[src/rtl/bounded_ordered_list_unit_defines.svh]
// assertion macros for the bounded ordered list unit
`ifndef BOUNDED_ORDERED_LIST_UNIT_DEFINES_SVH
`define BOUNDED_ORDERED_LIST_UNIT_DEFINES_SVH

`ifndef SYNTHESIS
`define BOL_ASSERT_IMPL(lbl, clk, rst_n, ante, cons, msg) \
    lbl: assert property (@(posedge clk) disable iff (!rst_n) (ante) |-> (cons)) \
        else $error(msg);
`define BOL_ASSERT_NEXT(lbl, clk, rst_n, ante, cons, msg) \
    lbl: assert property (@(posedge clk) disable iff (!rst_n) (ante) |=> (cons)) \
        else $error(msg);
`else
`define BOL_ASSERT_IMPL(lbl, clk, rst_n, ante, cons, msg)
`define BOL_ASSERT_NEXT(lbl, clk, rst_n, ante, cons, msg)
`endif

`endif

[src/rtl/bol_pkg.sv]
package bol_pkg;

    localparam int CAPACITY    = 16;
    localparam int MAX_RESULTS = 16;

    localparam int DATA_W = 32;
    localparam int CMD_W  = 3;
    localparam int POS_W  = 8;
    localparam int STAT_W = 2;
    localparam int ELEM_W = 4;
    localparam int IDX_W  = (CAPACITY > 1) ? $clog2(CAPACITY) : 1;
    localparam int CNT_W  = $clog2(CAPACITY + 1);
    localparam int VIEW_MAX = (CAPACITY > MAX_RESULTS) ? CAPACITY : MAX_RESULTS;
    localparam int VIEW_W = $clog2(VIEW_MAX + 1);

    typedef enum logic [CMD_W-1:0] {
        CMD_PUSH_FRONT   = 3'd0,
        CMD_PUSH_BACK    = 3'd1,
        CMD_POP_FRONT    = 3'd2,
        CMD_POP_BACK     = 3'd3,
        CMD_INSERT_AFTER = 3'd4,
        CMD_DELETE_AT    = 3'd5,
        CMD_VIEW         = 3'd6
    } t_cmd;

    typedef enum logic [STAT_W-1:0] {
        ST_OK    = 2'd0,
        ST_EMPTY = 2'd1,
        ST_NOPOS = 2'd2,
        ST_FULL  = 2'd3
    } t_status;

    typedef enum logic [1:0] {
        OP_HOLD   = 2'd0,
        OP_INSERT = 2'd1,
        OP_REMOVE = 2'd2,
        OP_ROTATE = 2'd3
    } t_cell_op;

    typedef struct packed {
        logic [CMD_W-1:0]         cmd;
        logic signed [DATA_W-1:0] value_in;
        logic [POS_W-1:0]         position;
    } t_req;

    typedef struct packed {
        logic signed [DATA_W-1:0] value_out;
        logic [STAT_W-1:0]        status;
        logic [ELEM_W-1:0]        elem_pos;
        logic                     last;
    } t_rsp;

    typedef struct packed {
        t_cell_op                 op;
        logic [IDX_W-1:0]         idx;
        logic [IDX_W-1:0]         last_idx;
        logic signed [DATA_W-1:0] data;
    } t_cell_ctrl;

endpackage

[src/rtl/bol_cell.sv]
module bol_cell (
    input  logic                              i_clk,
    input  logic [bol_pkg::IDX_W-1:0]         i_index,
    input  bol_pkg::t_cell_ctrl               i_ctrl,
    input  logic signed [bol_pkg::DATA_W-1:0] i_left,
    input  logic signed [bol_pkg::DATA_W-1:0] i_right,
    output logic signed [bol_pkg::DATA_W-1:0] o_value
);
    import bol_pkg::*;

    logic signed [DATA_W-1:0] r_value;
    logic signed [DATA_W-1:0] n_value;

    always_comb begin
        n_value = r_value;
        case (i_ctrl.op)
            OP_INSERT: begin
                if (i_index == i_ctrl.idx) begin
                    n_value = i_ctrl.data;
                end else if (i_index > i_ctrl.idx) begin
                    n_value = i_left;
                end
            end
            OP_REMOVE: begin
                if (i_index >= i_ctrl.idx) begin
                    n_value = i_right;
                end
            end
            OP_ROTATE: begin
                if (i_index == i_ctrl.last_idx) begin
                    n_value = i_ctrl.data;
                end else begin
                    n_value = i_right;
                end
            end
            default: begin
                n_value = r_value;
            end
        endcase
    end

    always_ff @(posedge i_clk) begin
        r_value <= n_value;
    end

    assign o_value = r_value;

endmodule

[src/rtl/bounded_ordered_list_unit.sv]
// bounded ordered list unit
// keeps an ordered list of signed 32-bit values in a chain of cells, one cell per
// position; every change shifts the cells at or beyond the touched position by one
// request channel: i_req_valid / o_req_stall with payload i_req (cmd, value_in,
// position); response channel: o_rsp_valid / i_rsp_stall with payload o_rsp
// (value_out, status, elem_pos, last)
// push, pop, insert and delete give one response in the cycle after the request is
// taken; a new request is taken every cycle while the response register drains
// view rotates the chain one cell per cycle unless a stalled response holds it,
// giving one response per element (at most 16) with last on the final one; the
// first passes through the state register and then the response register; no
// request is taken until the rotation is done
// code 7 is taken and dropped without a response
// a stalled response holds in the output register; a view simply pauses its
// rotation, and the request side stalls until the response register frees up
// reset (synchronous, active low) empties the list; cell contents are not cleared,
// since no position at or beyond the count is ever read
`include "bounded_ordered_list_unit_defines.svh"

module bounded_ordered_list_unit (
    input  logic          i_clk,
    input  logic          i_rst_n,
    input  logic          i_req_valid,
    output logic          o_req_stall,
    input  bol_pkg::t_req i_req,
    output logic          o_rsp_valid,
    input  logic          i_rsp_stall,
    output bol_pkg::t_rsp o_rsp
);
    import bol_pkg::*;

    typedef enum logic [1:0] {
        S_IDLE = 2'b01,
        S_VIEW = 2'b10
    } t_state;

    t_state             r_state, n_state;
    logic [CNT_W-1:0]   r_count, n_count;
    logic [VIEW_W-1:0]  r_view, n_view;
    logic               r_rsp_valid, n_rsp_valid;
    t_rsp               r_rsp, n_rsp;

    t_cell_ctrl               ctrl;
    logic signed [DATA_W-1:0] cell_q [CAPACITY];
    logic [IDX_W-1:0]         rd_idx;
    logic                     slot_free;
    logic                     req_acc;
    logic                     pos_bad;
    logic                     full;
    logic                     empty;
    logic [VIEW_W-1:0]        count_v;
    logic [VIEW_W-1:0]        view_n;
    logic [VIEW_W-1:0]        view_nxt;
    logic                     emit;
    logic                     rsp_load;
    t_rsp                     rsp_new;

    // cell chain
    for (genvar g = 0; g < CAPACITY; g++) begin : g_cell
        logic signed [DATA_W-1:0] left_v;
        logic signed [DATA_W-1:0] right_v;
        if (g == 0) begin : g_first
            assign left_v = '0;
        end else begin : g_mid_l
            assign left_v = cell_q[g-1];
        end
        if (g == CAPACITY - 1) begin : g_last
            assign right_v = cell_q[g];
        end else begin : g_mid_r
            assign right_v = cell_q[g+1];
        end
        bol_cell u_cell (
            .i_clk   (i_clk),
            .i_index (IDX_W'(g)),
            .i_ctrl  (ctrl),
            .i_left  (left_v),
            .i_right (right_v),
            .o_value (cell_q[g])
        );
    end

    assign slot_free   = !r_rsp_valid || !i_rsp_stall;
    assign o_req_stall = !((r_state == S_IDLE) && slot_free);
    assign req_acc     = i_req_valid && !o_req_stall;
    assign pos_bad     = i_req.position >= POS_W'(r_count);
    assign full        = r_count == CNT_W'(CAPACITY);
    assign empty       = r_count == '0;
    assign count_v     = VIEW_W'(r_count);
    assign view_n      = (count_v < VIEW_W'(MAX_RESULTS)) ? count_v : VIEW_W'(MAX_RESULTS);
    assign view_nxt    = r_view + VIEW_W'(1);
    assign emit        = r_view < view_n;

    always_comb begin
        n_state       = r_state;
        n_count       = r_count;
        n_view        = r_view;
        n_rsp_valid   = r_rsp_valid && i_rsp_stall;
        n_rsp         = r_rsp;
        ctrl.op       = OP_HOLD;
        ctrl.idx      = '0;
        ctrl.last_idx = IDX_W'(r_count - CNT_W'(1));
        ctrl.data     = i_req.value_in;
        rd_idx        = '0;
        rsp_load      = 1'b0;
        rsp_new       = '0;
        rsp_new.last  = 1'b1;

        case (r_state)
            S_IDLE: begin
                if (req_acc) begin
                    case (t_cmd'(i_req.cmd))
                        CMD_PUSH_FRONT, CMD_PUSH_BACK: begin
                            rsp_load = 1'b1;
                            if (full) begin
                                rsp_new.status = ST_FULL;
                            end else begin
                                ctrl.op  = OP_INSERT;
                                ctrl.idx = (t_cmd'(i_req.cmd) == CMD_PUSH_FRONT) ?
                                           '0 : IDX_W'(r_count);
                                n_count  = r_count + CNT_W'(1);
                            end
                        end
                        CMD_POP_FRONT, CMD_POP_BACK: begin
                            rsp_load = 1'b1;
                            if (empty) begin
                                rsp_new.status = ST_EMPTY;
                            end else begin
                                rd_idx = (t_cmd'(i_req.cmd) == CMD_POP_FRONT) ?
                                         '0 : IDX_W'(r_count - CNT_W'(1));
                                rsp_new.value_out = cell_q[rd_idx];
                                ctrl.op  = OP_REMOVE;
                                ctrl.idx = rd_idx;
                                n_count  = r_count - CNT_W'(1);
                            end
                        end
                        CMD_INSERT_AFTER: begin
                            rsp_load = 1'b1;
                            if (pos_bad) begin
                                rsp_new.status = ST_NOPOS;
                            end else if (full) begin
                                rsp_new.status = ST_FULL;
                            end else begin
                                ctrl.op  = OP_INSERT;
                                ctrl.idx = IDX_W'(i_req.position) + IDX_W'(1);
                                n_count  = r_count + CNT_W'(1);
                            end
                        end
                        CMD_DELETE_AT: begin
                            rsp_load = 1'b1;
                            if (pos_bad) begin
                                rsp_new.status = ST_NOPOS;
                            end else begin
                                rd_idx = IDX_W'(i_req.position);
                                rsp_new.value_out = cell_q[rd_idx];
                                ctrl.op  = OP_REMOVE;
                                ctrl.idx = rd_idx;
                                n_count  = r_count - CNT_W'(1);
                            end
                        end
                        CMD_VIEW: begin
                            if (empty) begin
                                rsp_load       = 1'b1;
                                rsp_new.status = ST_EMPTY;
                            end else begin
                                n_state = S_VIEW;
                                n_view  = '0;
                            end
                        end
                        default: begin
                            rsp_load = 1'b0;
                        end
                    endcase
                end
            end
            S_VIEW: begin
                // rotate left by one; head goes to the tail of the live list
                if (!emit || slot_free) begin
                    ctrl.op   = OP_ROTATE;
                    ctrl.data = cell_q[0];
                    n_view    = view_nxt;
                    if (emit) begin
                        rsp_load          = 1'b1;
                        rsp_new.value_out = cell_q[0];
                        rsp_new.status    = ST_OK;
                        rsp_new.elem_pos  = r_view[ELEM_W-1:0];
                        rsp_new.last      = view_nxt == view_n;
                    end
                    if (view_nxt == count_v) begin
                        n_state = S_IDLE;
                    end
                end
            end
            default: begin
                n_state = S_IDLE;
            end
        endcase

        if (rsp_load) begin
            n_rsp_valid = 1'b1;
            n_rsp       = rsp_new;
        end
    end

    always_ff @(posedge i_clk) begin
        if (!i_rst_n) begin
            r_state     <= S_IDLE;
            r_count     <= '0;
            r_rsp_valid <= 1'b0;
        end else begin
            r_state     <= n_state;
            r_count     <= n_count;
            r_rsp_valid <= n_rsp_valid;
        end
    end

    always_ff @(posedge i_clk) begin
        r_view <= n_view;
        r_rsp  <= n_rsp;
    end

    assign o_rsp_valid = r_rsp_valid;
    assign o_rsp       = r_rsp;

    `BOL_ASSERT_IMPL(a_count_bound, i_clk, i_rst_n, 1'b1,
        r_count <= CNT_W'(CAPACITY), "count beyond capacity")
    `BOL_ASSERT_IMPL(a_view_range, i_clk, i_rst_n, r_state == S_VIEW,
        r_view < count_v, "view index past count")
    `BOL_ASSERT_NEXT(a_count_step, i_clk, i_rst_n, 1'b1,
        (r_count == $past(r_count)) || (r_count == $past(r_count) + CNT_W'(1)) ||
        (r_count == $past(r_count) - CNT_W'(1)), "count jumped")

endmodule

[config.mk]
export PLATFORM = sky130hd
export DESIGN_NAME = bounded_ordered_list_unit
export DESIGN_NICKNAME = d
export VERILOG_FILES = /design/src/rtl/bol_pkg.sv /design/src/rtl/bol_cell.sv /design/src/rtl/bounded_ordered_list_unit.sv
export VERILOG_INCLUDE_DIRS = /design/src /design/src/rtl
export SDC_FILE = /design/constraint.sdc
export NUM_CORES = 2
export LEC_CHECK = 0
export BUFFER_PORTS_ARGS = -buffer_cell sky130_fd_sc_hd__buf_2
export CORE_UTILIZATION = 60
export DETAILED_ROUTE_END_ITERATION = 10
export PLACE_DENSITY_LB_ADDON = 0.05
export SETUP_SLACK_MARGIN = 0.2
export SLEW_MARGIN = 20
export SYNTH_ARGS = -nofsm -noshare
export SYNTH_HDL_FRONTEND = slang
export SYNTH_HIERARCHICAL = 1
export SYNTH_SLANG_ARGS = --single-unit
[constraint.sdc]
create_clock -name i_clk -period 16.3 [get_ports i_clk]
set_clock_uncertainty 0.05 [all_clocks]
set_input_delay 3.26 -clock i_clk [delete_from_list [all_inputs] [get_ports i_clk]]
set_output_delay 3.26 -clock i_clk [all_outputs]
set_load 0.02 [all_outputs]
# --- Word level (Yosys, flattened, before mapping) ---
# Cells that the tools add are included.
totals:
  reg_bits: 564
  latchBits: 0
  ramBits: 0
  rom_bits: 0
  in_bits: 47
  output_inout_bits: 41
  wordCells: 326
  n_memories: 0
op_classes:
  n_addsub: 4
  mul: 0
  n_div: 0
  order_cmp: 36
  eq_ne: 84
  shift: 0
  mux: 135
  bitwise: 2
  reduce_logical: 41
op_table:
  columns: ["operator", "count"]
  rows:
  - ["32-bit two-way mux", 71]
  - ["32-bit one-hot mux with 3 select lines", 15]
  - ["32-bit binary-select mux with 4-bit select", 2]
  - ["32-bit one-hot mux with 2 select lines", 2]
  - ["39-bit two-way mux", 2]
  - ["34-bit one-hot mux with 2 select lines", 1]
  - ["4-bit equality test, first input constant", 16]
  - ["5-bit two-way mux", 12]
  - ["3-bit AND reduction", 17]
  - ["3-bit by 1-bit != test with 1-bit output, second input constant", 16]
  - ["34-bit two-way mux", 1]
  - ["2-bit by 1-bit != test with 1-bit output, second input constant", 17]
  - ["3-bit by 4-bit equality test with 1-bit output, first input constant", 8]
  - ["4-bit > comparator, first input constant", 8]
  - ["4-bit >= comparator, first input constant", 7]
  - ["6-bit one-hot mux with 4 select lines", 1]
  - ["5-bit one-hot mux with 4 select lines", 1]
  - ["2-bit two-way mux", 9]
  - ["6-bit two-way mux", 3]
  - ["2-bit by 4-bit equality test with 1-bit output, first input constant", 4]
  - ["3-bit by 4-bit >= comparator with 1-bit output, first input constant", 4]
  - ["3-bit by 4-bit > comparator with 1-bit output, first input constant", 4]
  - ["2-bit != test, second input constant", 7]
  - ["4-bit two-way mux", 3]
  - ["other kinds (39)", 71]

# --- Longest topological paths before layout ---
logic_depth:
  word_depth: 10
  ltp_mapped: 20
  mapped_depth_nobuf: 14

# --- Modules after synthesis ---
# Netlist, hierarchy kept.
by_module_without_submodules:
  columns: ["module", "n_inst", "cells_per_inst", "area_each_um2", "seq_area_each_um2"]
  rows:
  - ["bol_cell (g_cell[1].u_cell ...)", 9, 206, 2255.9, 960.9]
  - ["bol_cell (g_cell[0].u_cell ...)", 7, 205, 2179.6, 960.9]
  - ["bounded_ordered_list_unit", 1, 1232, 12187.9, 1481.4]

# --- Worst setup path after synthesis ---
# No wires, ideal clock.
synth_path:
  path_kind: "input port to flip-flop"
  startpoint: "input port i_req[0] (netlist bit)"
  endpoint: "register g_cell[1].u_cell.r_value[0] (enable)"
  setup_time_ns: 0.393
  t_arrival_ns: 8.602
  path_slack_ns: 7.256
  stages: 13
  n_path_buf: 4
  path_cell_list: "clkbuf_1 buf_2 buf_1 inv_1 ha_1 nand2b_1 a211oi_1 o31ai_2 o21ai_0 nand2_1 a21oi_1 buf_4 maj3_1"
synth_rtl:
  columns: ["element", "line_no", "text"]
  rows:
  - ["start, declared", "bounded_ordered_list_unit.sv:25", "input bol_pkg::t_req i_req,"]
  - ["end signal, assigned", "bol_cell.sv:43", "r_value <= n_value;"]
  - ["end, declared", "bol_cell.sv:11", "logic signed [DATA_W-1:0] r_value;"]

==> run_results.csv <==
group,metric,value,unit
status,status,"finished, final reports clean",
worst_setup_path,crit_type,"input port to flop",
cts,cts_tree,"done",
global_routing,grt_max_degree,171,
worst_setup_path,slowest_delay,0.92,ns
timing,rsz0062_at_grt,"false",
detailed_routing,ant_nets,0,
detailed_routing,drt_pass1_iterations,10,
worst_setup_path,slowest_stage,"buf_4",
synth,synth_area,0.0477,mm^2
layout,nFillCells,6366,
detailed_routing,routed_via_density,7.16,
layout,layoutNonFillerInstCount,5620,
timing,setup-tns-final,0,ns
global_routing,grt_pass1_wl,226000,um
detailed_routing,drc_errors,0,
floorplanning,dieArea,0.0807,mm^2
synth,yosysTopAreaCell,"edfxtp_1",
global_routing,antenna_found_initial,2,
placed_design,placed_area,0.0484,mm^2
synth,yosys-top-cells-area,"edfxtp_1 35%, mux2i_1 13%, a221o_1 9.8%",
cts,cts_buffer_depth,3,
pwr,worst_ir_drop_vdd,0.0000821,V
flow_run,maxCapViolations,0,
synth,async_flop_share,0,%
synth,synth_top_cell_area_share,35.0,%
worst_setup_path,start_kind,"input port",
pwr,p_per_area,132,mW/mm^2
placed_design,hpwl,102000,um
placed_design,gp_congestion,0.865,
worst_setup_path,cp.arrival,8.34,ns
layout,layout-drive-gt1-share,14.0,%
synth,synth_edf_count,556,
layout,multi_input_area,0.0287,mm^2
timing,slew_headroom,23.4,%
layout,final_util,64.1,%
timing,finalSetupViolCount,0,
synth,seq_area_frac_synth,35.3,%
cts,cts-hold-fix-buffers,0,
pwr,p_leak,19.5,nW
cts,clock-sinks,564,
layout,area_growth,5.91,%
synth,ys_ff_latch,564,
floorplanning,die_h,284,um
cts,htree_levels,3,
detailed_routing,wirelength,147000,um
cts,clk_latency,0.63,ns
worst_setup_path,cp-end-kind,"flop",
floorplanning,fp.dieW,284,um
global_routing,grt_pass1_vias,36500,
worst_setup_path,crit_buf_inv,5,
placed_design,portBuffers,87,
worst_setup_path,cp_top_family,"buffers and inverters",
timing,hold_viol_final,0,
worst_setup_path,path_max_fanout,170,
floorplanning,rows,103,
layout,fin_area,0.0506,mm^2
timing,period_share,49.1,%
timing,fmax,0.125,GHz
cts,cts_root_buf,"clkbuf_16",
floorplanning,core_area,0.0789,mm^2
synth,synth_cells,4521,
synth,ys_types,74,
timing,tightest_slew,1.15,ns
global_routing,grtUsageTotal,35.4,%
layout,ff_latch_area,0.0169,mm^2
synth,synth.top_cells.by_count,"616 x mux2i_1, 556 x edfxtp_1, 523 x nand2_1",
timing,min_period,8.00,ns
synth,yosysMostFrequentCell,"mux2i_1",
cts,clk_pin_slew,0.06,ns
detailed_routing,avgRoutedWirePerCell,26.1,um
floorplanning,start_util,60.5,%
floorplanning,io_pins,88,
detailed_routing,vias,40200,
worst_setup_path,path_cells,"clkbuf_8 > inv_1 > ha_1 > nand2b_1 > a211oi_1 > o31ai_2 > nor3_1 > o21ai_0 > a21oi_4 > buf_12 > buf_4 > buf_4 > o21ai_0 > a221o_1",
detailed_routing,drtIter0Drc,5703,
hold_path,worst_hold_path_type,"flop to flop",
placed_design,placed_cells,5496,
cts,postCtsSetupRepairBufs,0,
global_routing,grt_remaining_overflow,0,
worst_setup_path,critPathRequiredTime,16.63,ns
layout,fin_nets,4645,
timing,drv_slew,0,
cts,cts-resized-gates,0,
synth,synth_top_flop_cell,"edfxtp_1",
cts,cts_buffers,69,
synth,synth_warnings,6,
synth,avgSynthCellArea,10.6,um^2
==> worst paths after layout <==
check / start / to / slack (ns) / depth (start not counted)
worst max-delay path: i_req[0] / g_cell[13].u_cell/o_value[7]$_DFFE_PP_ / 8.30 / 14
worst min-delay path: r_state[1]$_SDFFE_PN0P_ / r_state[1]$_SDFFE_PN0P_ / 0.46 / 2
worst max register to register: count_v[0]$_SDFFE_PN0P_ / g_cell[3].u_cell/o_value[7]$_DFFE_PP_ / 10.80 / 13
worst min register to register: r_state[1]$_SDFFE_PN0P_ / r_state[1]$_SDFFE_PN0P_ / 0.46 / 2
==> per-stage QoR <==
| stage | power [W] | hold WS (ns) | worst slack [ns] |
|---|---|---|---|
| 6_report | 0.00667 | 0.457 | 8.30 |
| 5_1_grt | 0.00696 | 0.474 | 7.88 |
| 4_1_cts | 0.00659 | 0.456 | 8.24 |
| 3_5_place_dp | 0.00508 | 0.447 | 7.61 |
| 3_3_place_gp | 0.00500 | 0.447 | 7.69 |
| 2_1_floorplan | 0.00433 | 0.420 | 7.26 |
==> tightest hold or removal path, stage by stage, from the launching register on <==
cell,delay (ns)
dfxtp_1,0.32
o21ai_0,0.07
a21oi_1,0.06
==> flip-flops by register name, summed over array words and instances (netlist names) <==
register	flops
g_cell.u_cell/o_value	512
o_rsp	39
count_v	5
r_view	5
r_state	2
o_rsp_valid	1
==> power by group <==
part           total, W  internal (W)  switching, W
sequential      0.00246       0.00211      0.000354
clock           0.00152      0.000877      0.000645
combinational   0.00269       0.00104       0.00164
==> layout make-up <==
cell class | instances | area share (%)
Multi-Input combinational cell | 3594 | 56.7
Clock inverter | 33 | 0.584
Tap cell | 1050 | 2.60
Sequential cell | 564 | 33.3
Clock buffer | 90 | 3.65
Inverter | 112 | 0.831
Antenna cell | 1 | 0.00495
Timing Repair Buffer | 176 | 2.24
==> metal layers <==
layer	up-vias	global-route usage, %	part of all wire [%]
li1	18000	-	-
met1	19700	54.4	44
met2	2407	50.6	42
met3	185	7.83	12
met4	2	7.43	1.5
met5	-	0	0.0082
==> layout by cell type (no fill, tap or decap), drive strengths merged, types with 9 or more instances in the layout <==
cell type	count
mux2i	616
edfxtp	556
o21ai	556
nand2	532
a221o	487
buf	175
conb	160
mux4	130
mux2	120
inv	114
nor2	111
a211oi	101
nand3	97
clkbuf	91
ha	81
xnor2	74
a221oi	64
a21oi	64
a31oi	59
nor2b	53
nand4	32
o22ai	31
o211ai	31
or3	30
a22o	30
a211o	30
clkinv	26
o2111ai	17
and4	17
maj3	16
nor3	9
and2	9
==> cells by family after synthesis <==
family / share of synthesized area [%]
AO/OA/AOI/OAI: 23.2
XOR/XNOR: 1.46
adder cells (fa/ha/maj): 2.46
buffers and inverters: 6.26
flip-flops: 35.3
multiplexers: 21.9
other: 0.0157
AND/OR/NAND/NOR: 9.43
Note: power is estimated with default switching activity, not from simulation.
